**src/keyboard_handshake_serial_link_top_assert.svh**
```systemverilog
// Assertion macros shared by the link modules.
`ifndef KEYBOARD_HANDSHAKE_SERIAL_LINK_TOP_ASSERT_SVH
`define KEYBOARD_HANDSHAKE_SERIAL_LINK_TOP_ASSERT_SVH

// Same-cycle implication, checked outside reset.
`define KH_ASSERT_IMPL(name, clk, rst_n, ante, cons) \
  name: assert property (@(posedge clk) disable iff (!rst_n) (ante) |-> (cons)) \
    else $error("kh assertion failed");

// Next-cycle implication, checked outside reset.
`define KH_ASSERT_NEXT(name, clk, rst_n, ante, cons) \
  name: assert property (@(posedge clk) disable iff (!rst_n) (ante) |=> (cons)) \
    else $error("kh assertion failed");

`endif

```
**src/kh_pkg.sv**
```systemverilog
`timescale 1ns / 1ps
`default_nettype none
package kh_pkg;

  typedef logic [8:0] word_t;

  typedef enum logic [1:0] {
    OP_LINE  = 2'd0,
    OP_TICK  = 2'd1,
    OP_KEY   = 2'd2,
    OP_MOUSE = 2'd3
  } op_t;

  typedef enum logic [9:0] {
    PH_IDLE     = 10'b00_0000_0001,
    PH_TX_FIRST = 10'b00_0000_0010,
    PH_TX_BITS  = 10'b00_0000_0100,
    PH_TX_RE_H  = 10'b00_0000_1000,
    PH_TX_RE_L  = 10'b00_0001_0000,
    PH_TX_END   = 10'b00_0010_0000,
    PH_RX_BITS  = 10'b00_0100_0000,
    PH_RX_RE_H  = 10'b00_1000_0000,
    PH_RX_RE_L  = 10'b01_0000_0000,
    PH_RX_END   = 10'b10_0000_0000
  } phase_t;

  typedef logic [1:0] cfg_idx_t;
  localparam cfg_idx_t CFG_START_TIMEOUT = 2'd0;
  localparam cfg_idx_t CFG_STEP_TIMEOUT  = 2'd1;

  localparam logic [7:0] START_TIMEOUT_RST = 8'd30;
  localparam logic [7:0] STEP_TIMEOUT_RST  = 8'd6;

  localparam logic [4:0] TX_LAST_STEP = 5'd18;
  localparam logic [4:0] RX_LAST_STEP = 5'd11;

  localparam logic [4:0] CMD_MOUSE = 5'd1;
  localparam logic [2:0] MOUSE_TAG = 3'b101;

  localparam logic signed [11:0] CLAMP_HI = 12'sd126;
  localparam logic signed [11:0] CLAMP_LO = -12'sd128;

  typedef struct packed {
    logic  push;
    word_t data;
    logic  pop;
  } q_ctl_t;

  typedef struct packed {
    logic  empty;
    word_t head;
  } q_stat_t;

  typedef struct packed {
    logic       data_key_line;
    logic       send_request_line;
    logic       irq_line;
    logic       cmd_valid;
    logic [4:0] cmd_code;
  } result_t;

endpackage
`default_nettype wire

```
**src/kh_in_if.sv**
```systemverilog
`timescale 1ns / 1ps
`default_nettype none
interface kh_in_if;
  import kh_pkg::*;
  logic              valid;
  logic              ready;
  logic [1:0]        op;
  logic [1:0]        port_lines;
  word_t             key_word;
  logic signed [11:0] mouse_dx;
  logic signed [11:0] mouse_dy;
  logic [1:0]        mouse_buttons;

  modport source (output valid, op, port_lines, key_word, mouse_dx, mouse_dy, mouse_buttons,
                  input ready);
  modport sink (input valid, op, port_lines, key_word, mouse_dx, mouse_dy, mouse_buttons,
                output ready);
endinterface
`default_nettype wire

```
**src/kh_out_if.sv**
```systemverilog
`timescale 1ns / 1ps
`default_nettype none
interface kh_out_if;
  logic       valid;
  logic       ready;
  logic       data_key_line;
  logic       send_request_line;
  logic       irq_line;
  logic       cmd_valid;
  logic [4:0] cmd_code;

  modport source (output valid, data_key_line, send_request_line, irq_line, cmd_valid,
                  cmd_code, input ready);
  modport sink (input valid, data_key_line, send_request_line, irq_line, cmd_valid,
                cmd_code, output ready);
endinterface
`default_nettype wire

```
**src/kh_cfg_if.sv**
```systemverilog
`timescale 1ns / 1ps
`default_nettype none
interface kh_cfg_if;
  import kh_pkg::*;
  logic       valid;
  logic       ready;
  cfg_idx_t   index;
  logic [7:0] data;

  modport source (output valid, index, data, input ready);
  modport sink (input valid, index, data, output ready);
endinterface
`default_nettype wire

```
**src/kh_queue.sv**
```systemverilog
`timescale 1ns / 1ps
`default_nettype none
`include "keyboard_handshake_serial_link_top_assert.svh"
module kh_queue #(
  parameter int DEPTH = 64
) (
  input  wire              clk,
  input  wire              rst_n,
  input  kh_pkg::q_ctl_t   ctl_i,
  output kh_pkg::q_stat_t  stat_o
);
  import kh_pkg::*;

  localparam int AW = $clog2(DEPTH);
  localparam int CW = $clog2(DEPTH + 1);
  localparam logic [CW-1:0] DEPTH_C = CW'(DEPTH);
  localparam logic [AW-1:0] LAST_C = AW'(DEPTH - 1);

  word_t          mem [DEPTH];
  word_t          rd_data_r;
  logic [AW-1:0]  head_r, head_nxt;
  logic [AW-1:0]  tail_r, tail_nxt;
  logic [CW-1:0]  count_r, count_nxt;
  logic           full;
  logic           empty;
  logic           push_do;
  logic           pop_do;

  assign full    = (count_r == DEPTH_C);
  assign empty   = (count_r == '0);
  assign push_do = ctl_i.push && !full;
  assign pop_do  = ctl_i.pop && !empty;

  always_comb begin
    head_nxt  = head_r;
    tail_nxt  = tail_r;
    count_nxt = count_r;
    if (pop_do) begin
      head_nxt = (head_r == LAST_C) ? '0 : head_r + 1'b1;
    end
    if (push_do) begin
      tail_nxt = (tail_r == LAST_C) ? '0 : tail_r + 1'b1;
    end
    if (push_do && !pop_do) begin
      count_nxt = count_r + 1'b1;
    end else if (pop_do && !push_do) begin
      count_nxt = count_r - 1'b1;
    end
  end

  always_ff @(posedge clk) begin
    if (!rst_n) begin
      head_r  <= '0;
      tail_r  <= '0;
      count_r <= '0;
    end else begin
      head_r  <= head_nxt;
      tail_r  <= tail_nxt;
      count_r <= count_nxt;
    end
  end

  // The read port always fetches the next head entry, so the head word is ready at a pop.
  always_ff @(posedge clk) begin
    if (push_do) begin
      mem[tail_r] <= ctl_i.data;
    end
    if (push_do && (tail_r == head_nxt)) begin
      rd_data_r <= ctl_i.data;
    end else begin
      rd_data_r <= mem[head_nxt];
    end
  end

  assign stat_o.empty = empty;
  assign stat_o.head  = rd_data_r;

  `KH_ASSERT_IMPL(a_count_bound, clk, rst_n, 1'b1, count_r <= DEPTH_C)
  `KH_ASSERT_IMPL(a_pop_not_empty, clk, rst_n, ctl_i.pop, !empty)
  `KH_ASSERT_NEXT(a_full_drop, clk, rst_n, ctl_i.push && full && !ctl_i.pop, count_r == DEPTH_C)

endmodule
`default_nettype wire

```
**src/kh_ctrl.sv**
```systemverilog
`timescale 1ns / 1ps
`default_nettype none
`include "keyboard_handshake_serial_link_top_assert.svh"
module kh_ctrl (
  input  wire                clk,
  input  wire                rst_n,
  input  wire                step_i,
  input  wire [1:0]          op_i,
  input  wire [1:0]          lines_i,
  input  kh_pkg::word_t      key_word_i,
  input  wire signed [11:0]  mouse_dx_i,
  input  wire signed [11:0]  mouse_dy_i,
  input  wire [1:0]          mouse_buttons_i,
  input  wire [7:0]          start_to_i,
  input  wire [7:0]          step_to_i,
  input  kh_pkg::q_stat_t    kq_stat_i,
  input  kh_pkg::q_stat_t    rq_stat_i,
  output kh_pkg::q_ctl_t     kq_ctl_o,
  output kh_pkg::q_ctl_t     rq_ctl_o,
  output logic               busy_o,
  output kh_pkg::result_t    res_o
);
  import kh_pkg::*;

  function automatic logic [7:0] clamp8(input logic signed [11:0] v);
    logic signed [11:0] c;
    c = v;
    if (v > CLAMP_HI) begin
      c = CLAMP_HI;
    end else if (v < CLAMP_LO) begin
      c = CLAMP_LO;
    end
    return c[7:0];
  endfunction

  phase_t             phase_r, phase_nxt;
  logic [4:0]         sub_r, sub_nxt;
  logic [7:0]         ticks_r, ticks_nxt;
  logic [9:0]         sout_r, sout_nxt;
  logic [5:0]         sin_r, sin_nxt;
  logic               din_r, din_nxt;
  logic               stin_r, stin_nxt;
  logic               dk_r, dk_nxt;
  logic               srk_r, srk_nxt;
  logic signed [11:0] mx_r, mx_nxt;
  logic signed [11:0] my_r, my_nxt;
  logic [1:0]         mbtn_r, mbtn_nxt;
  word_t              stage_r [2];
  word_t              stage_nxt [2];
  logic [1:0]         stage_cnt_r, stage_cnt_nxt;

  logic               hs;
  logic               dc;
  logic               stc;
  word_t              tx_word;
  word_t              tx_inv;
  logic [4:0]         cmd;
  logic               cvalid;
  logic [7:0]         mx8;
  logic [7:0]         my8;
  word_t              mw0, mw1, mw2;

  assign mx8 = clamp8(mx_r);
  assign my8 = clamp8(my_r);
  assign mw0 = {MOUSE_TAG, mx8[5:0]};
  assign mw1 = {MOUSE_TAG, my8[5:0]};
  assign mw2 = {MOUSE_TAG, my8[7:6], mx8[7:6], mbtn_r};

  assign tx_word = rq_stat_i.empty ? kq_stat_i.head : rq_stat_i.head;
  assign tx_inv  = ~tx_word;
  assign cmd     = ~sin_r[5:1];

  always_comb begin
    phase_nxt     = phase_r;
    sub_nxt       = sub_r;
    ticks_nxt     = ticks_r;
    sout_nxt      = sout_r;
    sin_nxt       = sin_r;
    din_nxt       = din_r;
    stin_nxt      = stin_r;
    dk_nxt        = dk_r;
    srk_nxt       = srk_r;
    mx_nxt        = mx_r;
    my_nxt        = my_r;
    mbtn_nxt      = mbtn_r;
    stage_nxt[0]  = stage_r[0];
    stage_nxt[1]  = stage_r[1];
    stage_cnt_nxt = stage_cnt_r;
    kq_ctl_o      = '0;
    rq_ctl_o      = '0;
    cvalid        = 1'b0;
    hs            = 1'b0;
    dc            = din_r;
    stc           = stin_r;

    if (stage_cnt_r != 2'd0) begin
      rq_ctl_o.push = 1'b1;
      rq_ctl_o.data = stage_r[0];
      stage_nxt[0]  = stage_r[1];
      stage_cnt_nxt = stage_cnt_r - 1'b1;
    end

    if (step_i) begin
      case (op_t'(op_i))
        OP_LINE: begin
          din_nxt  = !lines_i[0];
          stin_nxt = !lines_i[1];
          hs       = 1'b1;
        end
        OP_TICK: begin
          if (ticks_r != 8'd0) begin
            ticks_nxt = ticks_r - 1'b1;
          end
          hs = 1'b1;
        end
        OP_KEY: begin
          kq_ctl_o.push = 1'b1;
          kq_ctl_o.data = key_word_i;
        end
        default: begin
          mx_nxt   = mouse_dx_i;
          my_nxt   = mouse_dy_i;
          mbtn_nxt = mouse_buttons_i;
        end
      endcase

      dc  = din_nxt;
      stc = stin_nxt;

      if (hs) begin
        case (phase_r)
          PH_IDLE: begin
            if (dc && (!kq_stat_i.empty || !rq_stat_i.empty)) begin
              rq_ctl_o.pop = !rq_stat_i.empty;
              kq_ctl_o.pop = rq_stat_i.empty;
              sout_nxt     = {tx_inv, ^tx_inv};
              dk_nxt       = 1'b0;
              srk_nxt      = 1'b0;
              phase_nxt    = PH_TX_FIRST;
              ticks_nxt    = start_to_i;
            end else if (!dc && !stc) begin
              sin_nxt   = '0;
              dk_nxt    = 1'b0;
              sub_nxt   = '0;
              phase_nxt = PH_RX_BITS;
              ticks_nxt = start_to_i;
            end
          end
          PH_TX_FIRST: begin
            if (!stc) begin
              dk_nxt    = sout_r[9];
              srk_nxt   = 1'b1;
              sub_nxt   = 5'd1;
              phase_nxt = PH_TX_BITS;
              ticks_nxt = step_to_i;
            end
          end
          PH_TX_BITS: begin
            if (sub_r[0] ? stc : !stc) begin
              if (sub_r[0]) begin
                dk_nxt   = sout_r[8];
                sout_nxt = {sout_r[8:0], 1'b0};
              end
              ticks_nxt = step_to_i;
              if (sub_r == TX_LAST_STEP) begin
                phase_nxt = PH_TX_RE_H;
              end else begin
                sub_nxt = sub_r + 1'b1;
              end
            end
          end
          PH_TX_RE_H: begin
            if (stc) begin
              dk_nxt    = 1'b0;
              phase_nxt = PH_TX_RE_L;
              ticks_nxt = step_to_i;
            end
          end
          PH_TX_RE_L: begin
            if (!stc) begin
              phase_nxt = PH_TX_END;
              ticks_nxt = step_to_i;
            end
          end
          PH_TX_END: begin
            if (stc) begin
              dk_nxt    = 1'b1;
              phase_nxt = PH_IDLE;
            end
          end
          PH_RX_BITS: begin
            if (sub_r[0] ? !stc : stc) begin
              if (sub_r[0]) begin
                sin_nxt = {sin_r[4:0], dc};
              end
              ticks_nxt = step_to_i;
              if (sub_r == RX_LAST_STEP) begin
                phase_nxt = PH_RX_RE_H;
              end else begin
                sub_nxt = sub_r + 1'b1;
              end
            end
          end
          PH_RX_RE_H: begin
            if (stc) begin
              dk_nxt    = 1'b1;
              phase_nxt = PH_RX_RE_L;
              ticks_nxt = step_to_i;
            end
          end
          PH_RX_RE_L: begin
            if (!stc) begin
              phase_nxt = PH_RX_END;
              ticks_nxt = step_to_i;
            end
          end
          PH_RX_END: begin
            if (stc) begin
              cvalid    = 1'b1;
              phase_nxt = PH_IDLE;
              if (cmd == CMD_MOUSE) begin
                rq_ctl_o.push = 1'b1;
                rq_ctl_o.data = mw0;
                stage_nxt[0]  = mw1;
                stage_nxt[1]  = mw2;
                stage_cnt_nxt = 2'd2;
              end
            end
          end
          default: begin
            dk_nxt    = 1'b1;
            srk_nxt   = 1'b1;
            phase_nxt = PH_IDLE;
          end
        endcase

        if ((phase_nxt != PH_IDLE) && (ticks_nxt == 8'd0)) begin
          dk_nxt    = 1'b1;
          srk_nxt   = 1'b1;
          phase_nxt = PH_IDLE;
        end
      end
    end
  end

  always_ff @(posedge clk) begin
    if (!rst_n) begin
      phase_r     <= PH_IDLE;
      sub_r       <= '0;
      ticks_r     <= '0;
      sout_r      <= '0;
      sin_r       <= '0;
      din_r       <= 1'b1;
      stin_r      <= 1'b1;
      dk_r        <= 1'b1;
      srk_r       <= 1'b1;
      mx_r        <= '0;
      my_r        <= '0;
      mbtn_r      <= '0;
      stage_cnt_r <= '0;
    end else begin
      phase_r     <= phase_nxt;
      sub_r       <= sub_nxt;
      ticks_r     <= ticks_nxt;
      sout_r      <= sout_nxt;
      sin_r       <= sin_nxt;
      din_r       <= din_nxt;
      stin_r      <= stin_nxt;
      dk_r        <= dk_nxt;
      srk_r       <= srk_nxt;
      mx_r        <= mx_nxt;
      my_r        <= my_nxt;
      mbtn_r      <= mbtn_nxt;
      stage_cnt_r <= stage_cnt_nxt;
    end
  end

  always_ff @(posedge clk) begin
    stage_r[0] <= stage_nxt[0];
    stage_r[1] <= stage_nxt[1];
  end

  assign busy_o                  = (stage_cnt_r != 2'd0);
  assign res_o.data_key_line     = dk_nxt;
  assign res_o.send_request_line = srk_nxt;
  assign res_o.irq_line          = !srk_nxt;
  assign res_o.cmd_valid         = cvalid;
  assign res_o.cmd_code          = cvalid ? cmd : 5'd0;

  `KH_ASSERT_IMPL(a_stage_idle, clk, rst_n, stage_cnt_r != 2'd0, phase_r == PH_IDLE)
  `KH_ASSERT_IMPL(a_srk_low, clk, rst_n, !srk_r, phase_r == PH_TX_FIRST)
  `KH_ASSERT_IMPL(a_tx_sub, clk, rst_n, phase_r == PH_TX_BITS,
                  (sub_r >= 5'd1) && (sub_r <= TX_LAST_STEP))

endmodule
`default_nettype wire

```
**src/keyboard_handshake_serial_link_top.sv**
```systemverilog
// A result enters the output register in the cycle after its input transaction is taken.
// Throughput: one transaction per cycle while out_chan is ready, limited by the single
// response-memory write port: host command 1 writes three words; input stalls meanwhile.
// Reset: synchronous, active low; both queues start empty without a clearing pass, and the
// timeout registers return to 30 and 6 ticks.
`timescale 1ns / 1ps
`default_nettype none
module keyboard_handshake_serial_link_top #(
  parameter int KEY_DEPTH  = 64,
  parameter int RESP_DEPTH = 16
) (
  input  wire         clk,
  input  wire         rst_n,
  kh_in_if.sink       in_chan,
  kh_out_if.source    out_chan,
  kh_cfg_if.sink      cfg_chan
);
  import kh_pkg::*;

  logic [7:0] start_to_val_r;
  logic [7:0] step_to_val_r;
  logic       out_valid_r;
  result_t    res_r;
  result_t    res;
  q_ctl_t     kq_ctl;
  q_ctl_t     rq_ctl;
  q_stat_t    kq_stat;
  q_stat_t    rq_stat;
  logic       busy;
  logic       in_ready;
  logic       step;

  assign in_ready      = !busy && (!out_valid_r || out_chan.ready);
  assign in_chan.ready = in_ready;
  assign step          = in_chan.valid && in_ready;
  assign cfg_chan.ready = 1'b1;

  always_ff @(posedge clk) begin
    if (!rst_n) begin
      start_to_val_r <= START_TIMEOUT_RST;
      step_to_val_r  <= STEP_TIMEOUT_RST;
    end else begin
      if (cfg_chan.valid) begin
        case (cfg_chan.index)
          CFG_START_TIMEOUT: start_to_val_r <= cfg_chan.data;
          CFG_STEP_TIMEOUT:  step_to_val_r  <= cfg_chan.data;
          default: ;
        endcase
      end
    end
  end

  kh_queue #(.DEPTH(KEY_DEPTH)) u_key_queue (
    .clk    (clk),
    .rst_n  (rst_n),
    .ctl_i  (kq_ctl),
    .stat_o (kq_stat)
  );

  kh_queue #(.DEPTH(RESP_DEPTH)) u_resp_queue (
    .clk    (clk),
    .rst_n  (rst_n),
    .ctl_i  (rq_ctl),
    .stat_o (rq_stat)
  );

  kh_ctrl u_ctrl (
    .clk             (clk),
    .rst_n           (rst_n),
    .step_i          (step),
    .op_i            (in_chan.op),
    .lines_i         (in_chan.port_lines),
    .key_word_i      (in_chan.key_word),
    .mouse_dx_i      (in_chan.mouse_dx),
    .mouse_dy_i      (in_chan.mouse_dy),
    .mouse_buttons_i (in_chan.mouse_buttons),
    .start_to_i      (start_to_val_r),
    .step_to_i       (step_to_val_r),
    .kq_stat_i       (kq_stat),
    .rq_stat_i       (rq_stat),
    .kq_ctl_o        (kq_ctl),
    .rq_ctl_o        (rq_ctl),
    .busy_o          (busy),
    .res_o           (res)
  );

  always_ff @(posedge clk) begin
    if (!rst_n) begin
      out_valid_r <= 1'b0;
    end else if (step) begin
      out_valid_r <= 1'b1;
    end else if (out_chan.ready) begin
      out_valid_r <= 1'b0;
    end
  end

  always_ff @(posedge clk) begin
    if (step) begin
      res_r <= res;
    end
  end

  assign out_chan.valid             = out_valid_r;
  assign out_chan.data_key_line     = res_r.data_key_line;
  assign out_chan.send_request_line = res_r.send_request_line;
  assign out_chan.irq_line          = res_r.irq_line;
  assign out_chan.cmd_valid         = res_r.cmd_valid;
  assign out_chan.cmd_code          = res_r.cmd_code;

endmodule
`default_nettype wire
```
**src/flat_wrapper.sv**
```systemverilog
// flat-port wrapper written by rule: the top's interface ports become plain ports
module keyboard_handshake_serial_link_top_flat import kh_pkg::*;
#(
  parameter int KEY_DEPTH  = 64,
  parameter int RESP_DEPTH = 16
)
  (clk, rst_n, in_chan_valid, in_chan_op, in_chan_port_lines, in_chan_key_word, in_chan_mouse_dx, in_chan_mouse_dy, in_chan_mouse_buttons, in_chan_ready, out_chan_valid, out_chan_data_key_line, out_chan_send_request_line, out_chan_irq_line, out_chan_cmd_valid, out_chan_cmd_code, out_chan_ready, cfg_chan_valid, cfg_chan_index, cfg_chan_data, cfg_chan_ready);
  kh_in_if in_chan_i ();
  kh_out_if out_chan_i ();
  kh_cfg_if cfg_chan_i ();
  input  wire clk;
  input  wire rst_n;
  input wire logic [$bits(in_chan_i.valid)-1:0] in_chan_valid;
  input wire logic [$bits(in_chan_i.op)-1:0] in_chan_op;
  input wire logic [$bits(in_chan_i.port_lines)-1:0] in_chan_port_lines;
  input wire logic [$bits(in_chan_i.key_word)-1:0] in_chan_key_word;
  input wire logic [$bits(in_chan_i.mouse_dx)-1:0] in_chan_mouse_dx;
  input wire logic [$bits(in_chan_i.mouse_dy)-1:0] in_chan_mouse_dy;
  input wire logic [$bits(in_chan_i.mouse_buttons)-1:0] in_chan_mouse_buttons;
  output wire logic [$bits(in_chan_i.ready)-1:0] in_chan_ready;
  output wire logic [$bits(out_chan_i.valid)-1:0] out_chan_valid;
  output wire logic [$bits(out_chan_i.data_key_line)-1:0] out_chan_data_key_line;
  output wire logic [$bits(out_chan_i.send_request_line)-1:0] out_chan_send_request_line;
  output wire logic [$bits(out_chan_i.irq_line)-1:0] out_chan_irq_line;
  output wire logic [$bits(out_chan_i.cmd_valid)-1:0] out_chan_cmd_valid;
  output wire logic [$bits(out_chan_i.cmd_code)-1:0] out_chan_cmd_code;
  input wire logic [$bits(out_chan_i.ready)-1:0] out_chan_ready;
  input wire logic [$bits(cfg_chan_i.valid)-1:0] cfg_chan_valid;
  input wire logic [$bits(cfg_chan_i.index)-1:0] cfg_chan_index;
  input wire logic [$bits(cfg_chan_i.data)-1:0] cfg_chan_data;
  output wire logic [$bits(cfg_chan_i.ready)-1:0] cfg_chan_ready;
  assign in_chan_i.valid = in_chan_valid;
  assign in_chan_i.op = in_chan_op;
  assign in_chan_i.port_lines = in_chan_port_lines;
  assign in_chan_i.key_word = in_chan_key_word;
  assign in_chan_i.mouse_dx = in_chan_mouse_dx;
  assign in_chan_i.mouse_dy = in_chan_mouse_dy;
  assign in_chan_i.mouse_buttons = in_chan_mouse_buttons;
  assign in_chan_ready = in_chan_i.ready;
  assign out_chan_valid = out_chan_i.valid;
  assign out_chan_data_key_line = out_chan_i.data_key_line;
  assign out_chan_send_request_line = out_chan_i.send_request_line;
  assign out_chan_irq_line = out_chan_i.irq_line;
  assign out_chan_cmd_valid = out_chan_i.cmd_valid;
  assign out_chan_cmd_code = out_chan_i.cmd_code;
  assign out_chan_i.ready = out_chan_ready;
  assign cfg_chan_i.valid = cfg_chan_valid;
  assign cfg_chan_i.index = cfg_chan_index;
  assign cfg_chan_i.data = cfg_chan_data;
  assign cfg_chan_ready = cfg_chan_i.ready;
  keyboard_handshake_serial_link_top #(.KEY_DEPTH(KEY_DEPTH), .RESP_DEPTH(RESP_DEPTH)) u_core (.clk(clk), .rst_n(rst_n), .in_chan(in_chan_i), .out_chan(out_chan_i), .cfg_chan(cfg_chan_i));
endmodule
```
**config.mk**
```make
export PLATFORM = sky130hd
export DESIGN_NAME = keyboard_handshake_serial_link_top_flat
export DESIGN_NICKNAME = d
export VERILOG_FILES = /design/src/kh_pkg.sv /design/src/kh_in_if.sv /design/src/kh_out_if.sv /design/src/kh_cfg_if.sv /design/src/kh_queue.sv /design/src/kh_ctrl.sv /design/src/keyboard_handshake_serial_link_top.sv /design/src/flat_wrapper.sv
export VERILOG_INCLUDE_DIRS = /design/src /design/src/src
export SDC_FILE = /design/constraint.sdc
export NUM_CORES = 1
export LEC_CHECK = 0
export ABC_AREA = 1
export BUFFER_PORTS_ARGS = -buffer_cell sky130_fd_sc_hd__buf_2
export CAP_MARGIN = 25
export CORE_ASPECT_RATIO = 0.8
export CORE_MARGIN = 3
export CORE_UTILIZATION = 51
export CTS_CLUSTER_SIZE = 20
export DETAILED_ROUTE_END_ITERATION = 8
export PLACE_DENSITY = 0.71
export SLEW_MARGIN = 10
export SYNTH_ARGS = -nofsm -noshare
export SYNTH_HDL_FRONTEND = slang
export SYNTH_SLANG_ARGS = --single-unit
```
**constraint.sdc**
```tcl
create_clock -name clk -period 8 [get_ports clk]
set_input_delay 1.6 -clock clk [delete_from_list [all_inputs] [get_ports clk]]
set_output_delay 1.6 -clock clk [all_outputs]
set_load 0.05 [all_outputs]
```
==> results summary <==
The most common cell in the synthesized netlist is sky130_fd_sc_hd__nand2_1. The standby leakage power came out at 15.4 nW. The largest total area in the synthesized netlist belongs to sky130_fd_sc_hd__edfxtp_1. The total negative slack came out at 0 ns. The initial DRC count came out at 3010.

Setup repair after global routing left no endpoint under its margin. The classification of the worst setup path is input port to register. The transition time at the pin with the least slew margin came out at 1.04 ns. The net count of the finished layout is 3728.

The residual overflow from global routing is 0. The number of setup buffers added after CTS is 0. Counting every net in the synthesized netlist gives 3721. The worst path in the final design needs a cycle of 4.71 ns, including I/O delays and setup.

IR analysis of the VDD net gives a maximum drop of 149 uV. The die area is 77000 um^2. The clock transition at the register clock pins on the worst setup and hold paths after CTS is 0.06 ns. The number of antenna diodes in the final layout is 0. In the synthesized netlist the dominant register cell turns out to be sky130_fd_sc_hd__edfxtp_1. The average detailed-routed wire length per instance came out at 20.0 um. The area share of the leading cell type in the synthesized netlist came out at 0.588. Along the worst path, the maximum fanout reaches 13. The peak clock frequency supported by timing came out at 212 MHz. The final HPWL from detailed placement came out at 56.4 mm. The count of filler cells inserted in the layout came out at 5886. Walking the worst path, the cells encountered are buf_2, inv_1, a21oi_4, nand2_4, nor2_4, inv_2, nor2_1, nand2_1, nor2_1, nand3_1, nor2_1. During synthesis, Yosys emitted a total of 0 warnings. The commonest cells after synthesis are sky130_fd_sc_hd__nand2_1 (935), sky130_fd_sc_hd__edfxtp_1 (735), sky130_fd_sc_hd__nand3_1 (560). The deepest level of the CTS H-tree is 3. The area of all placed cells without fillers is 41500 um^2. Compared with the post-synthesis result, the final layout area differs by 10.5%.

The total detailed-routing wirelength is 93.5 mm. The number of global-route vias before repair came to 24800. The max-capacitance violation count is 0. For the worst-skew pair, the clock arrives at the later sink with an insertion delay of 0.64 ns. The post-cts hold buffer count came out at 0. In the post-synthesis netlist, the biggest area contributors are sky130_fd_sc_hd__edfxtp_1 (59%), sky130_fd_sc_hd__nand2_1 (9.3%), sky130_fd_sc_hd__nand3_1 (7.5%). The clock skew after layout came out at 0.0266 ns. For the worst setup path, the data required time is 8.24 ns. The TritonCTS sink count came out at 874. The worst setup path is launched from an input port.

The total track usage is 0.239. The final setup violation count is 0. Buffers placed on the I/O ports in this run total 64.

Routability-driven placement finished with a final weighted congestion of 0.926. The standard-cell row count came out at 88. The number of optimization iterations in the first detailed-route pass came out at 5. The fraction of layout instances using a drive strength above 1 is 0.0855. The final-report hold violation count is 0. The path class of the tightest hold or removal check is register to register. The die is 249 um tall. The count of nets left with antenna violations after detail routing came out at 0. The maximum number of pins on one net before global-route repair is 193.

In this run the tightest slew margin relative to its limit is 0.304. The share of the clock period used by the worst path came out at 0.589. The die width is 309 um. The number of primary I/O pins is 66. The sequential share of the synthesized area is 0.662. TritonCTS built the clock tree. The max-slew violation total from the final report is 0.

The delay contributed by the slowest stage of the critical path is 1.01 ns. The completed layout was analyzed and its total power is 0.0101 W. The effective utilization at floorplan came out at 0.518. The DRC violation count after routing is 0.

The longest clock path from root to sink contains 3 buffers. The wire length of the first global-routing pass came out at 144 mm. The total clock buffers created by CTS came out at 87. For this design, the slowest cell found on the critical path is sky130_fd_sc_hd__nor2_1.

The cell area after synthesis is 37600 um^2. The post-synthesis average cell area is 10.3 um^2. The cell seen most often among critical-path stages is sky130_fd_sc_hd__nor2_1. The count of different cell masters after synthesis is 63. The worst setup path is captured at a register. Dividing the detail-routed via count by the number of cells gives 5.75. The flow ran to the end, and the final reports show no timing, DRC or antenna violations. The routed via count is 26800. The async set-or-reset flop fraction in the synthesized netlist came out at 0. Clock tree synthesis selected as its root buffer the cell sky130_fd_sc_hd__clkbuf_16. For this design the ratio of total power to cell area is 244 nW/um^2. The smallest hold slack is 0.443 ns. Synthesis produced 3644 cells. The total of cells resized after clock tree synthesis is 0.

Counting flops with a built-in enable in the synthesized netlist gives 735. The data arrival at the endpoint of the critical path came out at 4.95 ns. The number of antenna violations at the first check in global routing came out at 0. After synthesis the netlist holds a flip-flop and latch count of 874. The region available for standard cell placement spans 72600 um^2. The cell area after placement came out at 38600 um^2.
## state kept, by name, indices dropped and copies added, names as in the netlist, 8 cells and up, named ones only
register / cells
u_core.u_key_queue.mem: 576
u_core.u_resp_queue.mem: 144
u_core.u_ctrl.stage_r: 15
u_core.u_ctrl.mx_r: 12
u_core.u_ctrl.my_r: 12
u_core.u_ctrl.phase_r: 10
u_core.u_ctrl.sout_r: 10
u_core.start_to_val_r: 8
u_core.step_to_val_r: 8
u_core.u_ctrl.ticks_r: 8
## layer usage
layer	wire length, um	track usage	share of wire
met1	41500	0.366	0.44
met3	8980	0.0508	0.096
met2	40500	0.344	0.43
met5	0	0	0
met4	2560	0.0684	0.027
## power breakdown
group	internal, W	switching (W)	total [W]	leakage, nW
Sequential	0.00494	0.0000581	0.00499	7.91
Clock	0.00237	0.00170	0.00407	1.39
Combinational	0.000307	0.000757	0.00106	6.14
## logic make-up after synthesis
| kind of cell | share of synthesized area |
|---|---|
| fa+ha+maj | 0.00806 |
| flops | 0.662 |
| buf+inv | 0.0390 |
| mux | 0.00107 |
| compound gates | 0.0567 |
| other cells | 0.0000998 |
| xor+xnor | 0.00373 |
| simple gates | 0.230 |
## path summary, 6_finish.rpt
check                          startpoint                             to  slack [ns]  cells after the start
min           u_core.u_ctrl.stage_r[0][8]    u_core.u_ctrl.stage_r[0][8]        0.44                      2
max reg2reg  u_core.u_ctrl.stage_cnt_r[1]  u_core.u_key_queue.mem[16][2]        3.63                     11
max                        out_chan_ready  u_core.u_key_queue.mem[16][2]        3.29                     11
min reg2reg   u_core.u_ctrl.stage_r[0][8]    u_core.u_ctrl.stage_r[0][8]        0.44                      2
## cells in the final DEF, fill, tap and decap left out, types with 4 or more instances in the layout
cell and count:
sky130_fd_sc_hd__a211oi_1 13, sky130_fd_sc_hd__a21oi_1 95, sky130_fd_sc_hd__a22oi_1 6, sky130_fd_sc_hd__a31oi_1 4, sky130_fd_sc_hd__and2_1 5, sky130_fd_sc_hd__buf_2 64, sky130_fd_sc_hd__buf_4 37, sky130_fd_sc_hd__bufinv_16 7
sky130_fd_sc_hd__clkbuf_1 21, sky130_fd_sc_hd__clkbuf_16 92, sky130_fd_sc_hd__clkbuf_8 4, sky130_fd_sc_hd__clkinv_1 18, sky130_fd_sc_hd__clkinv_2 15, sky130_fd_sc_hd__dfxtp_1 135, sky130_fd_sc_hd__edfxtp_1 735, sky130_fd_sc_hd__ha_1 21
sky130_fd_sc_hd__inv_1 139, sky130_fd_sc_hd__inv_2 20, sky130_fd_sc_hd__inv_4 4, sky130_fd_sc_hd__mux2i_1 4, sky130_fd_sc_hd__nand2_1 935, sky130_fd_sc_hd__nand2_2 6, sky130_fd_sc_hd__nand2_4 4, sky130_fd_sc_hd__nand3_1 560
sky130_fd_sc_hd__nand3_2 4, sky130_fd_sc_hd__nand4_1 17, sky130_fd_sc_hd__nor2_1 378, sky130_fd_sc_hd__nor2_2 9, sky130_fd_sc_hd__nor2_4 18, sky130_fd_sc_hd__nor3_1 25, sky130_fd_sc_hd__nor4_1 7, sky130_fd_sc_hd__o211ai_1 18
sky130_fd_sc_hd__o21ai_0 183, sky130_fd_sc_hd__o21ai_1 16, sky130_fd_sc_hd__o21ai_2 4, sky130_fd_sc_hd__o22ai_1 19, sky130_fd_sc_hd__or2_0 4, sky130_fd_sc_hd__or2_1 6, sky130_fd_sc_hd__xor2_1 13
## area by class of cell
class	count	area (um^2)	area share
clock buffer	117	2440	0.0587
clock inverter	42	403	0.00971
inverter	167	642	0.0155
multi-input combinational	2417	11300	0.273
sequential	874	24900	0.599
tap	945	1180	0.0285
timing repair buffer	104	641	0.0154
## critical path: cells and delay by family
kind	cells	cell delay, ns
AOI/OAI and AO/OA	1	0.18
buffers and inverters	3	0.19
and+or+nand+nor	7	2.95
## per-stage QoR
stage	std cells	setup slack (ns)	util
floorplan	3644	3.24	-
CTS	4664	3.39	0.571
finish	4666	3.29	0.572
global placement	4503	2.80	0.532
detailed placement	4505	2.77	0.532
global route	4666	3.10	0.572
(Power assumes the default switching activity.)
